<file path="src/rtl/core/sstf_pkg.sv">
package sstf_pkg;

    // Field widths of one request and of one served result
    localparam int ARRIVAL_W = 16;
    localparam int TRACK_W   = 12;
    localparam int SECTOR_W  = 8;
    localparam int REQNUM_W  = 5;
    localparam int SEEK_W    = 16;
    localparam int SEARCH_W  = 14;
    localparam int XFER_W    = 8;
    localparam int TOTAL_W   = 17;
    localparam int CLOCK_W   = 24;
    localparam int TIME10_W  = ARRIVAL_W + 4;

    localparam logic [CLOCK_W-1:0] CLOCK_MAX = {CLOCK_W{1'b1}};

    // Configuration port
    localparam int CFG_IDX_W  = 3;
    localparam int CFG_DATA_W = 10;

    localparam logic [CFG_IDX_W-1:0] CFG_SCHEDULE_MODE     = 3'd0;
    localparam logic [CFG_IDX_W-1:0] CFG_SEEK_BASE         = 3'd1;
    localparam logic [CFG_IDX_W-1:0] CFG_SEEK_PER_TRACK    = 3'd2;
    localparam logic [CFG_IDX_W-1:0] CFG_SEARCH_PER_SECTOR = 3'd3;
    localparam logic [CFG_IDX_W-1:0] CFG_TRANSFER_COST     = 3'd4;
    localparam logic [CFG_IDX_W-1:0] CFG_SECTORS_PER_TRACK = 3'd5;

    localparam logic MODE_FCFS = 1'b0;
    localparam logic MODE_SSTF = 1'b1;

    localparam int MAX_REQUESTS_DEF = 16;

    // One stored request
    typedef struct packed {
        logic [ARRIVAL_W-1:0] arrival;
        logic [TRACK_W-1:0]   track;
        logic [SECTOR_W-1:0]  sector;
    } req_entry_t;

    // Scheduler sequencer
    typedef enum logic [3:0] {
        ST_IDLE,
        ST_FIRST_RD,
        ST_FIRST_LD,
        ST_NEXT,
        ST_FC_RD,
        ST_FC_LD,
        ST_ADM_RD,
        ST_ADM_CMP,
        ST_SCAN_RD,
        ST_SCAN_CMP,
        ST_SEEK,
        ST_SUM,
        ST_EMIT
    } state_t;

endpackage

</file>
<file path="src/rtl/core/sstf_req_mem.sv">
module sstf_req_mem
    import sstf_pkg::*;
#(
    parameter int DEPTH  = MAX_REQUESTS_DEF,
    parameter int ADDR_W = $clog2(MAX_REQUESTS_DEF)
)
(
    input  logic              clk,
    input  logic              wr_en,
    input  logic [ADDR_W-1:0] wr_addr,
    input  req_entry_t        wr_data,
    input  logic [ADDR_W-1:0] rd_addr,
    output req_entry_t        rd_data
);

    req_entry_t mem [DEPTH];

    // Write one request per load beat
    always_ff @(posedge clk)
    begin
        if (wr_en)
        begin
            mem[wr_addr] <= wr_data;
        end
    end

    // Registered read port
    always_ff @(posedge clk)
    begin
        rd_data <= mem[rd_addr];
    end

endmodule

</file>
<file path="src/rtl/core/sstf_dist_unit.sv">
module sstf_dist_unit
    import sstf_pkg::*;
(
    input  logic [TRACK_W-1:0] track_a,
    input  logic [TRACK_W-1:0] track_b,
    input  logic [TRACK_W-1:0] best,
    output logic [TRACK_W-1:0] trk_dist,
    output logic               closer
);

    // Absolute head distance, then compare against the best so far
    always_comb
    begin
        if (track_a > track_b)
        begin
            trk_dist = track_a - track_b;
        end
        else
        begin
            trk_dist = track_b - track_a;
        end
        closer = (trk_dist < best);
    end

endmodule

</file>
<file path="src/rtl/core/sstf_disk_request_scheduler.sv">
// Channel  | Handshake          | Payload
// ---------+--------------------+--------------------------------------------------
// in       | in_valid/in_ready  | arrival_time, track, sector, last_request
// out      | out_valid/out_ready| request_number .. finish_time, last_result
// cfg      | cfg_wr_en          | cfg_index, cfg_data
//
// Loading accepts one request per cycle. The last request starts a schedule that
// emits one result per stored request; the first request is read in ST_FIRST_RD
// and ST_FIRST_LD, costed in ST_SEEK and made valid in ST_SUM. In first-come mode
// each further result passes ST_NEXT, ST_FC_RD, ST_FC_LD, ST_SEEK and ST_SUM. In
// shortest-seek mode ST_ADM_RD and ST_ADM_CMP admit each arrived request or one
// reached by a clock jump, a check short of the loaded count ends admission, and
// the nearest-track scan through the single request-memory read port skips served
// entries and compares pending ones below the admit pointer. in_ready is low while
// a batch is being scheduled. A stalled result holds the sequencer in place. Reset
// clears the batch state and loads the register defaults; memory is not cleared.
module sstf_disk_request_scheduler
    import sstf_pkg::*;
#(
    parameter int MAX_REQUESTS = MAX_REQUESTS_DEF
)
(
    input  logic                  clk,
    input  logic                  rst_n,

    input  logic                  cfg_wr_en,
    input  logic [CFG_IDX_W-1:0]  cfg_index,
    input  logic [CFG_DATA_W-1:0] cfg_data,

    input  logic                  in_valid,
    output logic                  in_ready,
    input  logic [ARRIVAL_W-1:0]  arrival_time,
    input  logic [TRACK_W-1:0]    track,
    input  logic [SECTOR_W-1:0]   sector,
    input  logic                  last_request,

    output logic                  out_valid,
    input  logic                  out_ready,
    output logic [REQNUM_W-1:0]   request_number,
    output logic [TRACK_W-1:0]    served_track,
    output logic [SECTOR_W-1:0]   served_sector,
    output logic [SEEK_W-1:0]     seek_time,
    output logic [SEARCH_W-1:0]   search_time,
    output logic [XFER_W-1:0]     transfer_part,
    output logic [TOTAL_W-1:0]    total_time,
    output logic [CLOCK_W-1:0]    finish_time,
    output logic                  last_result
);

    localparam int IDX_W = $clog2(MAX_REQUESTS);
    localparam int CNT_W = $clog2(MAX_REQUESTS + 1);

    // Configuration registers
    logic                 mode_reg;
    logic [9:0]           seek_base_reg;
    logic [3:0]           seek_per_track_reg;
    logic [5:0]           search_per_sector_reg;
    logic [XFER_W-1:0]    transfer_cost_reg;
    logic [7:0]           sectors_per_track_reg;

    // Sequencer and batch state
    state_t               state_reg, state_next;
    logic [CNT_W-1:0]     count_reg;
    logic [CNT_W-1:0]     k_reg;
    logic [CNT_W-1:0]     ap_reg;
    logic [CNT_W-1:0]     scan_reg;
    logic [MAX_REQUESTS-1:0] served_reg;
    logic                 fresh_reg;
    logic                 found_reg;
    logic [TRACK_W-1:0]   best_reg;
    logic [TRACK_W-1:0]   head_track_reg;
    logic [SECTOR_W-1:0]  head_sector_reg;
    logic [CLOCK_W-1:0]   clock_reg;

    // Candidate request and partial costs
    logic [IDX_W-1:0]     cand_idx_reg;
    logic [TRACK_W-1:0]   cand_track_reg;
    logic [SECTOR_W-1:0]  cand_sector_reg;
    logic [SEEK_W-1:0]    seek_reg;
    logic [SEARCH_W-1:0]  search_reg;

    // Output register
    logic                 out_valid_reg;
    logic [REQNUM_W-1:0]  request_number_reg;
    logic [TRACK_W-1:0]   served_track_reg;
    logic [SECTOR_W-1:0]  served_sector_reg;
    logic [SEEK_W-1:0]    seek_time_reg;
    logic [SEARCH_W-1:0]  search_time_reg;
    logic [XFER_W-1:0]    transfer_part_reg;
    logic [TOTAL_W-1:0]   total_time_reg;
    logic [CLOCK_W-1:0]   finish_time_reg;
    logic                 last_result_reg;

    // Memory and shared unit connections
    logic                 mem_wr_en;
    req_entry_t           mem_wr_data;
    logic [IDX_W-1:0]     mem_rd_addr;
    req_entry_t           mem_q;
    logic [TRACK_W-1:0]   dist_a;
    logic [TRACK_W-1:0]   trk_dist;
    logic                 closer;

    // Derived values
    logic                 in_beat;
    logic                 out_beat;
    logic                 store_full;
    logic [TIME10_W-1:0]  arr_tenths;
    logic                 arrived;
    logic                 none_pending;
    logic                 scan_served;
    logic [7:0]           slots;
    logic signed [9:0]    wrap_s;
    logic [TOTAL_W-1:0]   total_sum;
    logic [CLOCK_W:0]     clock_sum;
    logic [CLOCK_W-1:0]   clock_sat;
    logic [31:0]          reqnum_full;

    assign in_beat      = in_valid && in_ready;
    assign out_beat     = out_valid_reg && out_ready;
    assign store_full   = (count_reg == CNT_W'(MAX_REQUESTS));
    assign arr_tenths   = (TIME10_W'(mem_q.arrival) << 3) + (TIME10_W'(mem_q.arrival) << 1);
    assign arrived      = (CLOCK_W'(arr_tenths) <= clock_reg);
    assign none_pending = (k_reg == ap_reg);
    assign scan_served  = served_reg[scan_reg[IDX_W-1:0]];

    assign mem_wr_en   = in_beat && !store_full;
    assign mem_wr_data = '{arrival: arrival_time, track: track, sector: sector};

    sstf_req_mem #(
        .DEPTH  (MAX_REQUESTS),
        .ADDR_W (IDX_W)
    ) u_mem (
        .clk     (clk),
        .wr_en   (mem_wr_en),
        .wr_addr (count_reg[IDX_W-1:0]),
        .wr_data (mem_wr_data),
        .rd_addr (mem_rd_addr),
        .rd_data (mem_q)
    );

    // Share one distance unit between the scan and the seek stage
    assign dist_a = (state_reg == ST_SCAN_CMP) ? mem_q.track : cand_track_reg;

    sstf_dist_unit u_dist (
        .track_a  (dist_a),
        .track_b  (head_track_reg),
        .best     (best_reg),
        .trk_dist (trk_dist),
        .closer   (closer)
    );

    // Rotational slots between the head sector and the candidate sector
    always_comb
    begin
        wrap_s = signed'({2'b00, sectors_per_track_reg}) - signed'({2'b00, head_sector_reg})
                 - 10'sd1 + signed'({2'b00, cand_sector_reg});
        if (fresh_reg)
        begin
            slots = cand_sector_reg;
        end
        else if (cand_sector_reg > head_sector_reg)
        begin
            slots = cand_sector_reg - head_sector_reg - 8'd1;
        end
        else if (cand_sector_reg < head_sector_reg)
        begin
            slots = wrap_s[9] ? 8'd0 : wrap_s[7:0];
        end
        else
        begin
            slots = 8'd0;
        end
    end

    // Total cost and saturating clock
    always_comb
    begin
        total_sum   = TOTAL_W'(seek_reg) + TOTAL_W'(search_reg) + TOTAL_W'(transfer_cost_reg);
        clock_sum   = (CLOCK_W + 1)'(clock_reg) + (CLOCK_W + 1)'(total_sum);
        clock_sat   = clock_sum[CLOCK_W] ? CLOCK_MAX : clock_sum[CLOCK_W-1:0];
        reqnum_full = 32'(cand_idx_reg) + 32'd1;
    end

    // Next state
    always_comb
    begin
        state_next = state_reg;
        case (state_reg)
            ST_IDLE:
            begin
                if (in_beat && last_request)
                begin
                    state_next = ST_FIRST_RD;
                end
            end
            ST_FIRST_RD: state_next = ST_FIRST_LD;
            ST_FIRST_LD: state_next = ST_SEEK;
            ST_NEXT:
            begin
                state_next = (mode_reg == MODE_FCFS) ? ST_FC_RD : ST_ADM_RD;
            end
            ST_FC_RD:    state_next = ST_FC_LD;
            ST_FC_LD:    state_next = ST_SEEK;
            ST_ADM_RD:
            begin
                state_next = (ap_reg < count_reg) ? ST_ADM_CMP : ST_SCAN_RD;
            end
            ST_ADM_CMP:
            begin
                if (arrived || none_pending)
                begin
                    state_next = ST_ADM_RD;
                end
                else
                begin
                    state_next = ST_SCAN_RD;
                end
            end
            ST_SCAN_RD:
            begin
                if (scan_reg >= ap_reg)
                begin
                    state_next = ST_SEEK;
                end
                else if (!scan_served)
                begin
                    state_next = ST_SCAN_CMP;
                end
            end
            ST_SCAN_CMP: state_next = ST_SCAN_RD;
            ST_SEEK:     state_next = ST_SUM;
            ST_SUM:      state_next = ST_EMIT;
            ST_EMIT:
            begin
                if (out_beat)
                begin
                    state_next = last_result_reg ? ST_IDLE : ST_NEXT;
                end
            end
            default:     state_next = ST_IDLE;
        endcase
    end

    // Sequencer outputs
    always_comb
    begin
        in_ready    = 1'b0;
        mem_rd_addr = '0;
        case (state_reg)
            ST_IDLE:     in_ready    = 1'b1;
            ST_FC_RD:    mem_rd_addr = k_reg[IDX_W-1:0];
            ST_ADM_RD:   mem_rd_addr = ap_reg[IDX_W-1:0];
            ST_SCAN_RD:  mem_rd_addr = scan_reg[IDX_W-1:0];
            default:     mem_rd_addr = '0;
        endcase
    end

    // Configuration writes
    always_ff @(posedge clk or negedge rst_n)
    begin
        if (!rst_n)
        begin
            mode_reg              <= MODE_SSTF;
            seek_base_reg         <= 10'd120;
            seek_per_track_reg    <= 4'd1;
            search_per_sector_reg <= 6'd5;
            transfer_cost_reg     <= 8'd12;
            sectors_per_track_reg <= 8'd10;
        end
        else if (cfg_wr_en)
        begin
            case (cfg_index)
                CFG_SCHEDULE_MODE:     mode_reg              <= cfg_data[0];
                CFG_SEEK_BASE:         seek_base_reg         <= cfg_data;
                CFG_SEEK_PER_TRACK:    seek_per_track_reg    <= cfg_data[3:0];
                CFG_SEARCH_PER_SECTOR: search_per_sector_reg <= cfg_data[5:0];
                CFG_TRANSFER_COST:     transfer_cost_reg     <= cfg_data[7:0];
                CFG_SECTORS_PER_TRACK: sectors_per_track_reg <= cfg_data[7:0];
                default:               mode_reg              <= mode_reg;
            endcase
        end
    end

    // Batch control state
    always_ff @(posedge clk or negedge rst_n)
    begin
        if (!rst_n)
        begin
            state_reg       <= ST_IDLE;
            count_reg       <= '0;
            k_reg           <= '0;
            ap_reg          <= '0;
            scan_reg        <= '0;
            served_reg      <= '0;
            fresh_reg       <= 1'b1;
            found_reg       <= 1'b0;
            head_track_reg  <= '0;
            head_sector_reg <= '0;
            clock_reg       <= '0;
            out_valid_reg   <= 1'b0;
        end
        else
        begin
            state_reg <= state_next;
            case (state_reg)
                ST_IDLE:
                begin
                    if (mem_wr_en)
                    begin
                        count_reg <= count_reg + CNT_W'(1);
                    end
                end
                ST_FIRST_LD:
                begin
                    ap_reg <= CNT_W'(1);
                end
                ST_FC_LD:
                begin
                    // Wait for the arrival in first-come order
                    if (!arrived)
                    begin
                        clock_reg <= CLOCK_W'(arr_tenths);
                    end
                end
                ST_ADM_RD:
                begin
                    scan_reg  <= '0;
                    found_reg <= 1'b0;
                end
                ST_ADM_CMP:
                begin
                    // Admit, or idle the clock forward to the next arrival
                    if (arrived)
                    begin
                        ap_reg <= ap_reg + CNT_W'(1);
                    end
                    else if (none_pending)
                    begin
                        clock_reg <= CLOCK_W'(arr_tenths);
                        ap_reg    <= ap_reg + CNT_W'(1);
                    end
                end
                ST_SCAN_RD:
                begin
                    if (scan_reg < ap_reg && scan_served)
                    begin
                        scan_reg <= scan_reg + CNT_W'(1);
                    end
                end
                ST_SCAN_CMP:
                begin
                    if (!found_reg || closer)
                    begin
                        found_reg <= 1'b1;
                    end
                    scan_reg <= scan_reg + CNT_W'(1);
                end
                ST_SUM:
                begin
                    clock_reg                  <= clock_sat;
                    head_track_reg             <= cand_track_reg;
                    head_sector_reg            <= cand_sector_reg;
                    fresh_reg                  <= 1'b0;
                    served_reg[cand_idx_reg]   <= 1'b1;
                    out_valid_reg              <= 1'b1;
                end
                ST_EMIT:
                begin
                    if (out_beat)
                    begin
                        out_valid_reg <= 1'b0;
                        // Drop the batch after its last result
                        if (last_result_reg)
                        begin
                            count_reg       <= '0;
                            k_reg           <= '0;
                            ap_reg          <= '0;
                            served_reg      <= '0;
                            fresh_reg       <= 1'b1;
                            head_track_reg  <= '0;
                            head_sector_reg <= '0;
                            clock_reg       <= '0;
                        end
                        else
                        begin
                            k_reg <= k_reg + CNT_W'(1);
                        end
                    end
                end
                default:
                begin
                    found_reg <= found_reg;
                end
            endcase
        end
    end

    // Candidate, cost stages and output payload
    always_ff @(posedge clk)
    begin
        case (state_reg)
            ST_FIRST_LD:
            begin
                cand_idx_reg    <= '0;
                cand_track_reg  <= mem_q.track;
                cand_sector_reg <= mem_q.sector;
            end
            ST_FC_LD:
            begin
                cand_idx_reg    <= k_reg[IDX_W-1:0];
                cand_track_reg  <= mem_q.track;
                cand_sector_reg <= mem_q.sector;
            end
            ST_SCAN_CMP:
            begin
                // Keep the nearest track; ties stay with the lower index
                if (!found_reg || closer)
                begin
                    best_reg        <= trk_dist;
                    cand_idx_reg    <= scan_reg[IDX_W-1:0];
                    cand_track_reg  <= mem_q.track;
                    cand_sector_reg <= mem_q.sector;
                end
            end
            ST_SEEK:
            begin
                seek_reg   <= SEEK_W'(seek_base_reg)
                              + SEEK_W'(seek_per_track_reg) * SEEK_W'(trk_dist);
                search_reg <= SEARCH_W'(slots) * SEARCH_W'(search_per_sector_reg);
            end
            ST_SUM:
            begin
                request_number_reg <= reqnum_full[REQNUM_W-1:0];
                served_track_reg   <= cand_track_reg;
                served_sector_reg  <= cand_sector_reg;
                seek_time_reg      <= seek_reg;
                search_time_reg    <= search_reg;
                transfer_part_reg  <= transfer_cost_reg;
                total_time_reg     <= total_sum;
                finish_time_reg    <= clock_sat;
                last_result_reg    <= (k_reg + CNT_W'(1) == count_reg);
            end
            default:
            begin
                seek_reg <= seek_reg;
            end
        endcase
    end

    assign out_valid      = out_valid_reg;
    assign request_number = request_number_reg;
    assign served_track   = served_track_reg;
    assign served_sector  = served_sector_reg;
    assign seek_time      = seek_time_reg;
    assign search_time    = search_time_reg;
    assign transfer_part  = transfer_part_reg;
    assign total_time     = total_time_reg;
    assign finish_time    = finish_time_reg;
    assign last_result    = last_result_reg;

endmodule
</file>
<file path="config.mk">
export PLATFORM = sky130hd
export DESIGN_NAME = sstf_disk_request_scheduler
export DESIGN_NICKNAME = d
export VERILOG_FILES = /design/src/rtl/core/sstf_pkg.sv /design/src/rtl/core/sstf_req_mem.sv /design/src/rtl/core/sstf_dist_unit.sv /design/src/rtl/core/sstf_disk_request_scheduler.sv
export SDC_FILE = /design/constraint.sdc
export NUM_CORES = 2
export LEC_CHECK = 0
export ABC_AREA = 1
export BUFFER_PORTS_ARGS = -buffer_cell sky130_fd_sc_hd__buf_4
export CELL_PAD_IN_SITES_DETAIL_PLACEMENT = 1
export CELL_PAD_IN_SITES_GLOBAL_PLACEMENT = 1
export CORE_ASPECT_RATIO = 0.5
export CORE_MARGIN = 1
export CORE_UTILIZATION = 35
export DETAILED_ROUTE_END_ITERATION = 7
export GPL_TIMING_DRIVEN = 0
export PLACE_DENSITY = 0.72
export SYNTH_ARGS = -nofsm -noshare
export SYNTH_HDL_FRONTEND = slang
export SYNTH_HIERARCHICAL = 1
export SYNTH_SLANG_ARGS = --single-unit
</file>
<file path="constraint.sdc">
create_clock -name clk -period 20 [get_ports clk]
set_clock_uncertainty 0.2 [all_clocks]
set_input_delay 2 -clock clk [delete_from_list [all_inputs] [get_ports clk]]
set_output_delay 2 -clock clk [all_outputs]
set_load 0.05 [all_outputs]
</file>
==> results.toml <==
[clock_network]
cts_buffers = 89
post-cts-setup-buffer-count = 0
htreeDepth = 3
hold_buffers = 0
clock_tree.root_cell = "clkbuf_16"
ctsResizeCount = 0
path_clk_slew_ns = 0.07
clock_latency_ns = 0.72
cts_tree = "done"
clock-sinks = 907
cts_max_path_buffers = 3

[yosys]
yosysWarnings = 6
synth_compound_area_frac = 0.0393
synth-seq-cells = 907
seq_area_frac_synth = 0.561
synthMuxAreaShare = 0.000481
synth_simple_gate_area_share = 0.211
synth_adder_area_share = 0.0842
avgSynthCellArea_um2 = 9.42
netlist_instances = 4970
synth_area_um2 = 46800
ys_types = 56
synth_xor_area_frac = 0.0150
synth_top_family_by_area = "simple AND/OR/NAND/NOR gates"
syn-num-nets = 5298

[layout]
areaGrowthSynthToFinish_pct = 15.0
top_register = "u_mem/mem"
top_regs = "u_mem/mem x576, u_mem/rd_data x36"
final_nets = 5572
largest_reg_flops = 576
post_route_cells_drive_above_1_share = 0.0942
multi_input_area_um2 = 16500
n_fill_cell = 15100
final-seq-area_um2 = 26300

[routing]
ant_nets = 0
drc_errors = 14
routed_wl_um = 157000
wire_per_inst_um = 22.1
vias = 36400
viasPerCell = 5.12
drt_pre_antenna_iters = 7
drt_iter0_drc = 2764

[sta]
slew_viol_final = 0
finalSetupViolCount = 0
tns_ns = 0
max-slew-margin-rel = 0.0345
max_freq_ghz = 0.124
worst_slew_pin_slew_ns = 1.45
rsz0062_at_grt = "no"
hold_viol = 0
min_period_ns = 8.09
min_period_over_period = 0.404

[min_path]
hold_class = "reg2reg"

[global_route]
track_usage = 0.230
grt_pass1_wl_um = 234000
grt_max_degree = 88
antenna_found_initial = 13
grt_pass1_vias = 38500
grt_overflow = 0

[worst_setup_path]
cp.required_ns = 20.26
critical-path-slowest-cell = "o21ai_0"
critPathBufInv = 7
cp_max_fo = 10
crit_family = "adder cells"
worstPathArrival_ns = 8.34
r2r_setup_slack_ns = 11.91
crit_type = "reg2reg"
cpPeakStageDelay_ns = 0.70
end_kind = "register"
startpoint_type = "register"

[placed_design]
gp_congestion = 0.882
io_buffers = 161
dpl.hpwl_um = 112000

[outcome]
violations = "design-rule violations"
run_status = "finished with violations"

[die]
die_x_um = 519
ioPinCount = 162
rows = 94
dieArea_um2 = 135000
fp.coreArea_um2 = 132000
start_util = 0.354
die_h_um = 261

[job]
drv_cap = 0
-- Yosys cell counts, drive strengths merged --
| library cell | count | area, µm² |
|---|---|---|
| ha | 203 | 2540 |
| nor3 | 17 | 100 |
| a21boi | 2 | 26.3 |
| edfxtp | 747 | 22400 |
| fa | 70 | 1400 |
| a32oi | 1 | 8.76 |
| o21bai | 6 | 45.0 |
| buf | 111 | 667 |
| mux2 | 2 | 22.5 |
| nand2 | 1469 | 5530 |
| o22ai | 12 | 75.1 |
| o21a | 2 | 15.0 |
| clkbuf | 39 | 148 |
| a31oi | 3 | 18.8 |
| dfrtp | 111 | 2780 |
| o221ai | 6 | 52.6 |
| a21o | 6 | 45.0 |
| dfstp | 13 | 342 |
| o31ai | 1 | 7.51 |
| nor3b | 1 | 7.51 |
| a211oi | 2 | 15.0 |
| xor2 | 58 | 508 |
| o211ai | 10 | 75.1 |
| nor4 | 2 | 12.5 |
| nand3b | 15 | 113 |
| a21oi | 137 | 697 |
| nand4 | 30 | 188 |
| xnor2 | 22 | 193 |
| nand3 | 598 | 3040 |
| and2 | 11 | 68.8 |
| dfxtp | 36 | 721 |
| or2 | 18 | 113 |
| inv | 887 | 3330 |
| a211o | 1 | 8.76 |
| o2111ai | 2 | 17.5 |
| clkinv | 3 | 11.3 |
| nor2 | 174 | 683 |
| o32ai | 1 | 8.76 |
| o21ai | 141 | 724 |
-- layout by cell type (no fill, tap or decap), types with 12 or more instances in the layout --
cell type and n:
nand2_1 1465, inv_1 874, edfxtp_1 747, nand3_1 589, ha_1 203, buf_4 191, nor2_1 151, a21oi_1 136
o21ai_0 124, dfrtp_1 111, clkbuf_16 91, fa_1 70, xor2_1 58, buf_2 52, clkbuf_1 49, dfxtp_1 36
nand4_1 30, xnor2_1 22, clkinv_1 22, nor2_4 20, buf_1 20, clkinv_2 20, or2_2 18, nand3b_1 15
buf_12 15, nor3_1 14, dfstp_2 13, o22ai_1 12, o21ai_1 12
-- worst reg2reg max path: cells and delay by family, from the launching register on --
| kind | cells | cell delay [ns] |
|---|---|---|
| AOI/OAI and AO/OA | 5 | 1.53 |
| xor gates and xnor gates | 1 | 0.32 |
| adders and majority gates | 6 | 2.59 |
| buffers and inverters | 7 | 0.98 |
| DFF | 1 | 0.44 |
| and+or+nand+nor | 10 | 1.79 |
-- area by class of cell --
cell class / instances / area share
Tap cell: 1776 / 0.0413
Clock inverter: 60 / 0.0113
Clock buffer: 104 / 0.0434
Buffer: 150 / 0.0152
Timing Repair Buffer: 183 / 0.0318
Inverter: 890 / 0.0622
Sequential cell: 907 / 0.488
Antenna cell: 5 / 0.000233
Multi-Input combinational cell: 3023 / 0.306
-- worst paths after layout --
check                                           endpoint             start  depth (start not counted)
worst min register to register        cand_sector_reg[3]  u_mem/rd_data[3]                          0
worst max-delay path                         seek_reg[9]      state_reg[3]                         29
worst min-delay path                  cand_sector_reg[3]  u_mem/rd_data[3]                          0
max in group asynchronous       search_per_sector_reg[2]             rst_n                          2
worst max register to register               seek_reg[9]      state_reg[3]                         29
min in group asynchronous                  clock_reg[16]             rst_n                          1
-- cell families after synthesis --
kind of cell    after synthesis
simple gates               2335
buf+inv                    1040
flops                       907
mux                           2
compound gates              333
xor+xnor                     80
fa+ha+maj                   273
-- through the flow --
step	area, µm²	instances	setup slack (ns)	util	hold WS [ns]
2_1_floorplan	46800	4970	13.53	-	0.186
3_3_place_gp	50200	6907	12.12	0.380	0.187
3_5_place_dp	50900	6929	11.89	0.385	0.190
4_1_cts	53800	7093	11.79	0.407	0.205
5_1_grt	53800	7096	11.31	0.407	0.211
6_report	53800	7098	11.91	0.407	0.206
-- layer usage --
metal	track usage	wire length, µm
met5	0	54
met4	0.0826	5530
met3	0.0335	9210
met2	0.402	76500
met1	0.290	65700
Power is not shown: default switching activity piles up to over one toggle a cycle in this logic, so the estimate is an artifact.
